[src/hdl/assert_macros.svh]
// Assertion macros shared by the tokenizer modules.
// Self-contained; taken in by the files that carry assertions.
`ifndef ASSERT_MACROS_SVH
`define ASSERT_MACROS_SVH

// A property that must hold at every clock edge outside reset.
`define ASSERT_ALWAYS(label, clk, rst_n, prop, msg) \
    label: assert property (@(posedge clk) disable iff (!(rst_n)) (prop)) else $error(msg);

// A condition in one cycle that forces a consequence in the next cycle.
`define ASSERT_NEXT(label, clk, rst_n, ante, cons, msg) \
    label: assert property (@(posedge clk) disable iff (!(rst_n)) (ante) |=> (cons)) \
        else $error(msg);

`endif

[src/hdl/exptok_pkg.sv]
// Types, codes and the character classifier of the expression tokenizer.
// No dependencies; used by the tokenizer modules and the testbench.
package exptok_pkg;

    // Token kinds as they leave the block; SPACE is only an internal class.
    typedef enum logic [2:0] {
        KIND_NAME   = 3'd0,
        KIND_NUMBER = 3'd1,
        KIND_OPER   = 3'd2,
        KIND_OPEN   = 3'd3,
        KIND_CLOSE  = 3'd4,
        KIND_EOF    = 3'd5,
        KIND_ERROR  = 3'd6,
        KIND_SPACE  = 3'd7
    } t_kind;

    // Request codes of the input channel.
    localparam logic REQ_BYTE = 1'b0;
    localparam logic REQ_END  = 1'b1;

    // Default depth of the result queue.
    localparam int QUEUE_DEPTH_DEF = 4;

    // One result beat.
    typedef struct packed {
        t_kind      kind;
        logic [7:0] ch;
        logic       first;
        logic       last;
        logic       step_last;
    } t_result;

    // Which of the two result slots the core fills this cycle.
    typedef struct packed {
        logic push0;
        logic push1;
    } t_push;

    // Sort a byte into its character class.
    function automatic t_kind classify(input logic [7:0] c);
        t_kind k;
        k = KIND_ERROR;
        if ((c >= 8'h41 && c <= 8'h5A) || (c >= 8'h61 && c <= 8'h7A)) begin
            k = KIND_NAME;
        end else if (c >= 8'h30 && c <= 8'h39) begin
            k = KIND_NUMBER;
        end else if (c == 8'h2B || c == 8'h2A || c == 8'h2D || c == 8'h2F ||
                     c == 8'h21 || c == 8'h3D || c == 8'h3C || c == 8'h3E) begin
            k = KIND_OPER;
        end else if (c == 8'h28) begin
            k = KIND_OPEN;
        end else if (c == 8'h29) begin
            k = KIND_CLOSE;
        end else if (c == 8'h20 || (c >= 8'h09 && c <= 8'h0D)) begin
            k = KIND_SPACE;
        end
        return k;
    endfunction

endpackage

[src/hdl/exptok_in_if.sv]
// Input channel of the tokenizer: one text byte or end-of-input per beat.
// No dependencies.
interface exptok_in_if;
    logic       valid;
    logic       ready;
    logic       req_type;
    logic [7:0] in_char;

    modport source (output valid, output req_type, output in_char, input ready);
    modport sink   (input valid, input req_type, input in_char, output ready);
endinterface

[src/hdl/exptok_out_if.sv]
// Output channel of the tokenizer: one token character per beat.
// No dependencies.
interface exptok_out_if;
    logic       valid;
    logic       ready;
    logic [2:0] token_kind;
    logic [7:0] out_char;
    logic       token_first;
    logic       token_last;
    logic       step_last;

    modport source (output valid, output token_kind, output out_char,
                    output token_first, output token_last, output step_last,
                    input ready);
    modport sink   (input valid, input token_kind, input out_char,
                    input token_first, input token_last, input step_last,
                    output ready);
endinterface

[src/hdl/expression_tokenizer_top.sv]
// A result beat passes the input register, then the result queue head, before
// it is offered. Throughput: one item per cycle while the queue has room for
// two beats; an item that gives two results takes two output beats, so the
// single output port sets the rate for such items.
// Reset: synchronous, active low; clears the held run, the halt after an
// error token and the result queue. Depends on exptok_pkg, the interfaces,
// exptok_core and exptok_queue.
module expression_tokenizer_top
    import exptok_pkg::*;
#(
    parameter int QUEUE_DEPTH = QUEUE_DEPTH_DEF
) (
    input  logic         i_clk,
    input  logic         i_rst_n,
    exptok_in_if.sink    i_req_ch,
    exptok_out_if.source o_res_ch
);

    logic       r_in_valid, n_in_valid;
    logic       r_in_req;
    logic [7:0] r_in_char;
    logic       room;
    logic       go;
    logic       take;
    t_result    res0;
    t_result    res1;
    t_push      push;
    t_push      push_go;

    // The registered item is processed when the queue has room for two beats.
    assign go             = r_in_valid && room;
    assign i_req_ch.ready = !r_in_valid || go;
    assign take           = i_req_ch.valid && i_req_ch.ready;
    assign n_in_valid     = take || (r_in_valid && !go);

    assign push_go.push0 = go && push.push0;
    assign push_go.push1 = go && push.push1;

    // Input register.
    always_ff @(posedge i_clk) begin
        if (!i_rst_n) begin
            r_in_valid <= 1'b0;
        end else begin
            r_in_valid <= n_in_valid;
        end
    end

    always_ff @(posedge i_clk) begin
        if (take) begin
            r_in_req  <= i_req_ch.req_type;
            r_in_char <= i_req_ch.in_char;
        end
    end

    exptok_core u_core (
        .i_clk      (i_clk),
        .i_rst_n    (i_rst_n),
        .i_go       (go),
        .i_req_type (r_in_req),
        .i_char     (r_in_char),
        .o_res0     (res0),
        .o_res1     (res1),
        .o_push     (push)
    );

    exptok_queue #(
        .DEPTH (QUEUE_DEPTH)
    ) u_queue (
        .i_clk    (i_clk),
        .i_rst_n  (i_rst_n),
        .i_res0   (res0),
        .i_res1   (res1),
        .i_push   (push_go),
        .o_room   (room),
        .o_res_ch (o_res_ch)
    );

endmodule

[src/hdl/exptok_core.sv]
// Tokenizer state and result logic: holds back one run character and
// forms up to two results per item. Depends on exptok_pkg and assert_macros.svh.
`include "assert_macros.svh"

module exptok_core
    import exptok_pkg::*;
(
    input  logic       i_clk,
    input  logic       i_rst_n,
    input  logic       i_go,
    input  logic       i_req_type,
    input  logic [7:0] i_char,
    output t_result    o_res0,
    output t_result    o_res1,
    output t_push      o_push
);

    logic       r_held_valid, n_held_valid;
    logic [7:0] r_held_char,  n_held_char;
    logic [1:0] r_held_kind,  n_held_kind;
    logic       r_held_first, n_held_first;
    logic       r_stopped,    n_stopped;

    t_kind   cls;
    logic    is_end;
    logic    cont;
    logic    single;
    t_result held_res;
    t_result single_res;

    // Classify the byte and decide whether the held run goes on.
    always_comb begin
        cls    = classify(i_char);
        is_end = (i_req_type == REQ_END);
        cont   = r_held_valid && !is_end && (cls == t_kind'({1'b0, r_held_kind}));
        single = is_end || cls == KIND_OPEN || cls == KIND_CLOSE || cls == KIND_ERROR;
    end

    // The held character and the single-character token, if any.
    always_comb begin
        held_res.kind      = t_kind'({1'b0, r_held_kind});
        held_res.ch        = r_held_char;
        held_res.first     = r_held_first;
        held_res.last      = !cont;
        held_res.step_last = !single;

        single_res.kind      = is_end ? KIND_EOF : cls;
        single_res.ch        = is_end ? 8'h00 : i_char;
        single_res.first     = 1'b1;
        single_res.last      = 1'b1;
        single_res.step_last = 1'b1;
    end

    // Place the results: the held character always goes first.
    always_comb begin
        o_push.push0 = 1'b0;
        o_push.push1 = 1'b0;
        o_res0       = held_res;
        o_res1       = single_res;
        if (!r_stopped) begin
            if (r_held_valid) begin
                o_push.push0 = 1'b1;
                o_push.push1 = single;
            end else begin
                o_res0       = single_res;
                o_push.push0 = single;
            end
        end
    end

    // Next state.
    always_comb begin
        n_held_valid = r_held_valid;
        n_held_char  = r_held_char;
        n_held_kind  = r_held_kind;
        n_held_first = r_held_first;
        n_stopped    = r_stopped;
        if (!r_stopped) begin
            if (is_end) begin
                n_held_valid = 1'b0;
            end else if (cont) begin
                n_held_char  = i_char;
                n_held_first = 1'b0;
            end else begin
                n_held_valid = (cls == KIND_NAME || cls == KIND_NUMBER || cls == KIND_OPER);
                if (n_held_valid) begin
                    n_held_char  = i_char;
                    n_held_kind  = cls[1:0];
                    n_held_first = 1'b1;
                end
                if (cls == KIND_ERROR) begin
                    n_stopped = 1'b1;
                end
            end
        end
    end

    // State registers advance only when an item is processed.
    always_ff @(posedge i_clk) begin
        if (!i_rst_n) begin
            r_held_valid <= 1'b0;
            r_held_char  <= 8'h00;
            r_held_kind  <= 2'd0;
            r_held_first <= 1'b0;
            r_stopped    <= 1'b0;
        end else if (i_go) begin
            r_held_valid <= n_held_valid;
            r_held_char  <= n_held_char;
            r_held_kind  <= n_held_kind;
            r_held_first <= n_held_first;
            r_stopped    <= n_stopped;
        end
    end

    // Once stopped, only reset clears the halt.
    `ASSERT_NEXT(a_stop_sticky, i_clk, i_rst_n, r_stopped, r_stopped, "halt dropped")
    // A held run is always a name, number or operator.
    `ASSERT_ALWAYS(a_held_kind, i_clk, i_rst_n, !r_held_valid || r_held_kind != 2'd3, "bad kind")

endmodule

[src/hdl/exptok_queue.sv]
// Result queue: takes up to two results a cycle; gives one beat a cycle on the
// output while ready. Depends on exptok_pkg, exptok_out_if, assert_macros.svh.
`include "assert_macros.svh"

module exptok_queue
    import exptok_pkg::*;
#(
    parameter int DEPTH = QUEUE_DEPTH_DEF
) (
    input  logic         i_clk,
    input  logic         i_rst_n,
    input  t_result      i_res0,
    input  t_result      i_res1,
    input  t_push        i_push,
    output logic         o_room,
    exptok_out_if.source o_res_ch
);

    localparam int CW = $clog2(DEPTH + 1);
    localparam int IW = (DEPTH > 1) ? $clog2(DEPTH) : 1;

    t_result       r_q [DEPTH];
    t_result       n_q [DEPTH];
    logic [CW-1:0] r_cnt, n_cnt;
    logic [CW-1:0] base0;
    logic [CW-1:0] base1;
    logic          pop;

    // Head entry drives the output channel.
    assign pop                  = o_res_ch.valid && o_res_ch.ready;
    assign o_res_ch.valid       = (r_cnt != '0);
    assign o_res_ch.token_kind  = r_q[0].kind;
    assign o_res_ch.out_char    = r_q[0].ch;
    assign o_res_ch.token_first = r_q[0].first;
    assign o_res_ch.token_last  = r_q[0].last;
    assign o_res_ch.step_last   = r_q[0].step_last;

    // Room for two new results, whatever the output does this cycle.
    assign o_room = (r_cnt <= CW'(DEPTH - 2));

    // Shift out the head, then append the new results behind the rest.
    always_comb begin
        n_q   = r_q;
        base0 = r_cnt - CW'(pop);
        base1 = base0 + CW'(1);
        if (pop) begin
            for (int i = 0; i < DEPTH - 1; i++) begin
                n_q[i] = r_q[i + 1];
            end
        end
        if (i_push.push0) begin
            n_q[base0[IW-1:0]] = i_res0;
        end
        if (i_push.push1) begin
            n_q[base1[IW-1:0]] = i_res1;
        end
        n_cnt = base0 + CW'(i_push.push0) + CW'(i_push.push1);
    end

    // Entries carry no reset; the count says which are live.
    always_ff @(posedge i_clk) begin
        r_q <= n_q;
    end

    always_ff @(posedge i_clk) begin
        if (!i_rst_n) begin
            r_cnt <= '0;
        end else begin
            r_cnt <= n_cnt;
        end
    end

    // The count never passes the depth.
    `ASSERT_ALWAYS(a_cnt_bound, i_clk, i_rst_n, r_cnt <= CW'(DEPTH), "result queue overflow")
    // A second result is only written together with a first.
    `ASSERT_ALWAYS(a_push_order, i_clk, i_rst_n, !i_push.push1 || i_push.push0, "second result without first")

endmodule

[src/flat_wrapper.sv]
// flat-port wrapper written by rule: the top's interface ports become plain ports
module expression_tokenizer_top_flat import exptok_pkg::*;
#(
    parameter int QUEUE_DEPTH = QUEUE_DEPTH_DEF
)
  (i_clk, i_rst_n, i_req_ch_valid, i_req_ch_req_type, i_req_ch_in_char, i_req_ch_ready, o_res_ch_valid, o_res_ch_token_kind, o_res_ch_out_char, o_res_ch_token_first, o_res_ch_token_last, o_res_ch_step_last, o_res_ch_ready);
  exptok_in_if i_req_ch_i ();
  exptok_out_if o_res_ch_i ();
  input  logic i_clk;
  input  logic i_rst_n;
  input wire logic [$bits(i_req_ch_i.valid)-1:0] i_req_ch_valid;
  input wire logic [$bits(i_req_ch_i.req_type)-1:0] i_req_ch_req_type;
  input wire logic [$bits(i_req_ch_i.in_char)-1:0] i_req_ch_in_char;
  output wire logic [$bits(i_req_ch_i.ready)-1:0] i_req_ch_ready;
  output wire logic [$bits(o_res_ch_i.valid)-1:0] o_res_ch_valid;
  output wire logic [$bits(o_res_ch_i.token_kind)-1:0] o_res_ch_token_kind;
  output wire logic [$bits(o_res_ch_i.out_char)-1:0] o_res_ch_out_char;
  output wire logic [$bits(o_res_ch_i.token_first)-1:0] o_res_ch_token_first;
  output wire logic [$bits(o_res_ch_i.token_last)-1:0] o_res_ch_token_last;
  output wire logic [$bits(o_res_ch_i.step_last)-1:0] o_res_ch_step_last;
  input wire logic [$bits(o_res_ch_i.ready)-1:0] o_res_ch_ready;
  assign i_req_ch_i.valid = i_req_ch_valid;
  assign i_req_ch_i.req_type = i_req_ch_req_type;
  assign i_req_ch_i.in_char = i_req_ch_in_char;
  assign i_req_ch_ready = i_req_ch_i.ready;
  assign o_res_ch_valid = o_res_ch_i.valid;
  assign o_res_ch_token_kind = o_res_ch_i.token_kind;
  assign o_res_ch_out_char = o_res_ch_i.out_char;
  assign o_res_ch_token_first = o_res_ch_i.token_first;
  assign o_res_ch_token_last = o_res_ch_i.token_last;
  assign o_res_ch_step_last = o_res_ch_i.step_last;
  assign o_res_ch_i.ready = o_res_ch_ready;
  expression_tokenizer_top #(.QUEUE_DEPTH(QUEUE_DEPTH)) u_core (.i_clk(i_clk), .i_rst_n(i_rst_n), .i_req_ch(i_req_ch_i), .o_res_ch(o_res_ch_i));
endmodule
[config.mk]
export PLATFORM = sky130hd
export DESIGN_NAME = expression_tokenizer_top_flat
export DESIGN_NICKNAME = d
export VERILOG_FILES = /design/src/hdl/exptok_pkg.sv /design/src/hdl/exptok_in_if.sv /design/src/hdl/exptok_out_if.sv /design/src/hdl/expression_tokenizer_top.sv /design/src/hdl/exptok_core.sv /design/src/hdl/exptok_queue.sv /design/src/flat_wrapper.sv
export VERILOG_INCLUDE_DIRS = /design/src /design/src/hdl
export SDC_FILE = /design/constraint.sdc
export NUM_CORES = 1
export LEC_CHECK = 0
export BUFFER_PORTS_ARGS = -buffer_cell sky130_fd_sc_hd__clkbuf_2
export CAP_MARGIN = 30
export CORE_MARGIN = 3
export CORE_UTILIZATION = 55
export CTS_CLUSTER_SIZE = 10
export DETAILED_ROUTE_END_ITERATION = 8
export PLACE_DENSITY = 0.78
export SETUP_SLACK_MARGIN = 0.05
export SYNTH_ARGS = -nofsm -noshare
export SYNTH_HDL_FRONTEND = slang
export SYNTH_HIERARCHICAL = 1
export SYNTH_SLANG_ARGS = --single-unit
[constraint.sdc]
create_clock -name i_clk -period 3.8 [get_ports i_clk]
set_clock_uncertainty 0.1 [all_clocks]
set_input_delay 0.76 -clock i_clk [delete_from_list [all_inputs] [get_ports i_clk]]
set_output_delay 0.76 -clock i_clk [all_outputs]
set_load 0.01 [all_outputs]
### Word-level counts from Yosys, hierarchy flattened

Cells that the tools add are included.

* bits in registers: 82
* bits of input ports: 13
* output and inout port bits: 16

* muxes and demuxes: 32
* eq/ne operators: 18
* reduce and logical (&&, ||, !) cells: 41
* add/subtract/negate cells: 4
* magnitude comparators: 13
* bitwise logic cells: 5

Operators by type and width (count)
* $bwmux 56: 2
* $mux 56: 2
* $eq 8x6->1 const B: 11
* $demux 14 s2: 2
* $mux 14: 4
* $mux 42: 1
* $mux 8: 3
* $ge 8x7->1 const B: 2
* $le 8x7->1 const B: 2
* $logic_or 1x1->1: 16
* $mux 3: 5
* $logic_and 1x1->1: 14
* $mux 1: 11
* $ge 8x4->1 const B: 1
* $ge 8x6->1 const B: 1
* $le 8x4->1 const B: 1
* $le 8x6->1 const B: 1
* $add 3x1->3: 2
* $eq 3x2->1 const B: 2
* $eq 3x3->1 const B: 2
* $ge 3x3->1 const B: 2
* $lt 3x1->1 const B: 2
* $not 2->3: 2
* $logic_not 1->1: 5
* other kinds (14): 17

### Longest topological paths before layout

* word-level depth: 22
* depth in mapped cells: 16
* depth with buffers taken out: 12

### Modules after synthesis

Netlist, hierarchy kept.

By module, submodules not included
* exptok_queue: times used 1, area an instance 3320.7 um^2, sequential area each 1181.1 um^2, cells each 394
* exptok_core: times used 1, area an instance 1136.1 um^2, sequential area each 260.2 um^2, cells each 144
* expression_tokenizer_top: times used 1, area an instance 350.3 um^2, sequential area each 290.3 um^2, cells each 17

### Worst setup path after synthesis

Ideal clock, no wire load.

* path type: register -> register
* from: register u_core.r_in_char[0]
* to: register u_core.u_queue.r_cnt[2]
* data required time: 3.584 ns
* path slack: 0.193 ns
* cell stages (with the launch flop): 16
* setup time: 0.116 ns
* arrival: 3.391 ns
* cells stage by stage: edfxtp_1 -> buf_6 -> or4_4 -> o221ai_4 -> nand2_1 -> o21ai_0 -> and3_1 -> and3_2 -> clkbuf_1 -> buf_2 -> buf_2 -> xnor2_1 -> ha_1 -> nor2_1 -> or3_1 -> and3_1

RTL lines
* start, declared: line expression_tokenizer_top.sv:21 `logic [7:0] r_in_char;`
* start signal, assigned: line expression_tokenizer_top.sv:51 `r_in_char <= i_req_ch.in_char;`
* end signal, assigned: line exptok_queue.sv:69 `r_cnt <= n_cnt;`
* end, declared: line exptok_queue.sv:24 `logic [CW-1:0] r_cnt, n_cnt;`

==> flow_metrics.py <==
metrics = {
    "clock_network": {
        "clk_latency_ps": 360,
        "postCtsHoldBufs": 0,
        "clock_path_buffers": 2,
        "cts_root_buffer": "clkbuf_8",
        "cts_tree": "yes",
        "post_cts_buffers": 0,
        "cts_sinks": 82,
        "cts_buffers": 9,
        "path_clk_slew_ps": 90,
        "cts_max_level": 3,
        "post_cts_resized": 0,
    },
    "critical_path": {
        "crit_type": "reg2reg",
        "cp-start-kind": "flip-flop",
        "regToRegSetupSlack_ps": 260,
        "worstReg2RegStart": "u_core/r_in_char[0]$_DFFE_PP_",
        "crit-reg2reg-capture": "u_core/u_queue/o_res_ch.out_char[4]$_DFF_P_",
        "end_kind": "flip-flop",
        "cp_cell_sequence": "or4_4 > o221ai_4 > nand2_1 > o21ai_0 > and3_1 > and3_2 > nor2b_1 > nand2b_1 > o21ai_0 > o22ai_1",
        "reg2regPathDepth": 10,
        "path_max_fanout": 13,
        "crit_arrival_ps": 3680,
        "path_buf_inv": 0,
        "path_common_cell": "o21ai_0",
        "crit_family": "simple AND/OR/NAND/NOR gates",
        "required_ps": 3940,
        "cp_slowest_stage_delay_ps": 610,
        "cpMaxStageDelayCell": "or4_4",
    },
    "routing": {
        "vias_per_cell": 6.27,
        "drt_wl_total_mm": 11.4,
        "wl_met3_mm": 1.02,
        "firstDrtPassIters": 5,
        "route.met2.wl_mm": 5.22,
        "drc_errors": 0,
        "dr_total_vias": 4150,
        "wl_per_cell_um": 17.3,
        "m1WireLength_mm": 5.02,
        "drt_iter0_drc": 341,
        "antenna_left": 0,
        "top_layer_used": "met4",
    },
    "global_routing": {
        "grt.overflow.total": 0,
        "grt_pass1_vias": 3854,
        "antenna_found_initial": 0,
        "grt_pass1_wl_mm": 19.0,
        "grtUsageTotal_pct": 23.7,
        "grt_max_degree": 43,
    },
    "synth": {
        "netlist_instances": 555,
        "ys_async_sr_fraction_pct": 0,
        "yosysUniqueCellTypes": 69,
        "synth-seq-cells": 82,
        "synth.largest_area_cell": "dfxtp_1",
        "ys.flop_type": "dfxtp_1",
        "syn_area_sq_um": 4810,
        "synth_edf_count": 9,
        "synth.avg_cell_area_sq_um": 8.66,
        "yosys-top-cells-area": "dfxtp_1 (30%), mux2i_1 (7.5%), nand2_1 (6.9%)",
        "yosys_warnings": 6,
        "yosysSeqAreaShare_pct": 36.0,
        "synth_top_cell_area_share_pct": 30.4,
    },
    "worst_hold_path": {
        "min_to": "u_core/u_core/r_held_char[7]$_SDFFE_PN0P_",
        "hold_start": "u_core/u_core/r_held_char[7]$_SDFFE_PN0P_",
        "holdPathStages": 2,
        "hold_path_class": "reg2reg",
    },
    "power_and_ir_drop": {
        "p_per_area_nw_per_um2": 791,
        "power_leakage_uw": 0.00191,
        "vdd_drop_max_uv": 434,
    },
    "layout": {
        "drive_gt1_share_pct": 18.1,
        "final_common_cell": "nand2_1",
        "final_cell_mix": "nand2_1 (88), dfxtp_1 (73), o21ai_0 (49), mux2i_1 (36), clkbuf_2 (28)",
        "area_delta_synth_final_pct": 4.87,
        "final_util_pct": 60.4,
        "final_nets": 568,
        "antenna_cells": 0,
    },
    "die": {
        "std_cell_rows": 33,
        "start_util_pct": 57.6,
        "die_w_um": 99.5,
        "core_sq_um": 8340,
        "ios": 29,
        "dieArea_sq_um": 9900,
        "die_h_um": 99.5,
    },
    "sta": {
        "finalCriticalPeriod_ps": 3540,
        "whs_ps": 337,
        "rsz0062_at_grt": "no",
        "tightest_slew_ps": 741,
        "final-setup-viol-count": 0,
        "slew_headroom_pct": 50.6,
        "drv_slew": 0,
        "hold_viol_final": 0,
        "fmax_mhz": 283,
        "finalWorstSetupSlack_ps": 263,
        "setup_tns_ps": 0,
        "fin_crit_sh_pct": 93.1,
    },
    "run": {
        "max_cap_viol_count": 0,
    },
    "placed_design": {
        "gp_congestion": 0.907,
        "dp.final_hpwl_mm": 7.77,
        "port-buffer-count": 28,
        "place_ws_ps": 294,
    },
    "status": {
        "outcome": "completed",
    },
}
-- where the power goes --
| part | internal [uW] | leakage [uW] | total [uW] | switching (uW) |
|---|---|---|---|---|
| clock network | 262 | 0.0000937 | 600 | 338 |
| logic | 791 | 0.00113 | 1960 | 1170 |
| registers | 1210 | 0.000693 | 1430 | 219 |
-- worst register-to-register path, cell delays in order, from the launching register on --
cell	delay, ps
edfxtp_1	530
or4_4	610
o221ai_4	250
nand2_1	150
o21ai_0	330
and3_1	200
and3_2	220
nor2b_1	350
nand2b_1	360
o21ai_0	210
o22ai_1	120
-- sequential cells by signal, summed over array words and instances, names as in the netlist --
| register | cells |
|---|---|
| u_core/u_core/r_held_char | 8 |
| u_core/u_core/r_held_first | 1 |
| u_core/u_queue/r_q | 42 |
| u_core/u_queue/o_res_ch.token_first | 1 |
| u_core/r_in_valid | 1 |
| u_core/u_queue/o_res_ch.token_last | 1 |
| u_core/u_queue/r_cnt | 3 |
| u_core/u_core/r_held_kind | 2 |
| u_core/u_core/r_held_valid | 1 |
| u_core/u_queue/o_res_ch.out_char | 8 |
| u_core/u_queue/o_res_ch.step_last | 1 |
| u_core/u_queue/o_res_ch.token_kind | 3 |
| u_core/r_in_req | 1 |
| u_core/r_in_char | 8 |
| u_core/u_core/r_stopped | 1 |
-- cells by family (layout without fill, tap and decap cells) --
family / count (synthesis) / in the layout / synth area share [%]
AOI/OAI and AO/OA: 158 / 158 / 23.6
DFF: 82 / 82 / 36.0
buffers and inverters: 82 / 82 / 9.19
muxes: 45 / 45 / 9.60
xor gates and xnor gates: 4 / 4 / 0.729
and+or+nand+nor: 180 / 180 / 20.0
other: 1 / 3 / 0.0780
adders and majority gates: 3 / 3 / 0.781
-- cell usage after synthesis (all sizes together), types with 2 or more instances --
master and number:
mux2 9, xor2 2, dfxtp 73, a21oi 8, a31oi 2, a221oi 13, nand3 2, clkbuf 24
edfxtp 9, a21boi 2, a21o 2, mux2i 36, nand2b 7, buf 33, nor3b 2, o21ai 62
or3 2, or2 4, nor2b 10, and3 18, xnor2 2, inv 25, o21a 5, nor4b 2
o22ai 26, nor2 16, ha 3, or3b 2, and2 5, nor3 2, or4 2, a32oi 14
nand2 89, nand3b 15, o221ai 14
-- through the flow --
stage	area (sq um)	instances	total power, uW
2_1_floorplan	4810	557	3000
3_3_place_gp	4850	646	3300
3_5_place_dp	4850	646	3380
4_1_cts	5040	662	3980
5_1_grt	5040	662	4270
6_report	5040	662	3990
-- worst max path at each step --
stage	cells past startpoint	end	from	slack (ps)
final	10	u_core/u_queue/o_res_ch.out_char[4]$_DFF_P_	u_core/r_in_char[0]$_DFFE_PP_	260
after global routing	10	u_core/u_queue/o_res_ch.out_char[1]$_DFF_P_	u_core/r_in_char[1]$_DFFE_PP_	60
after CTS	10	u_core/u_queue/o_res_ch.out_char[4]$_DFF_P_	u_core/r_in_char[0]$_DFFE_PP_	320
after detailed placement	10	u_core/u_queue/o_res_ch.out_char[4]$_DFF_P_	u_core/r_in_char[0]$_DFFE_PP_	290
after floorplan	15	u_core/u_queue/r_cnt[2]$_SDFF_PN0_	u_core/r_in_char[0]$_DFFE_PP_	190
after global placement	10	u_core/u_queue/o_res_ch.token_last$_DFF_P_	u_core/r_in_char[1]$_DFFE_PP_	530
-- layer usage --
metal  track usage (%)  vias up
li1                  -     1984
met4              8.09        0
met5                 0        -
met3              4.49       27
met2              37.3      221
met1              32.6     1918
-- layout make-up --
class | instances | area, sq um
clock inverters | 6 | 47.5
fillers | 742 | 3300
inverters | 25 | 96.3
clock buffers | 10 | 138
multi-input cells | 393 | 2650
flip-flops and latches | 82 | 1730
well taps | 105 | 131
repair buffers | 41 | 250
(Power assumes the default switching activity.)
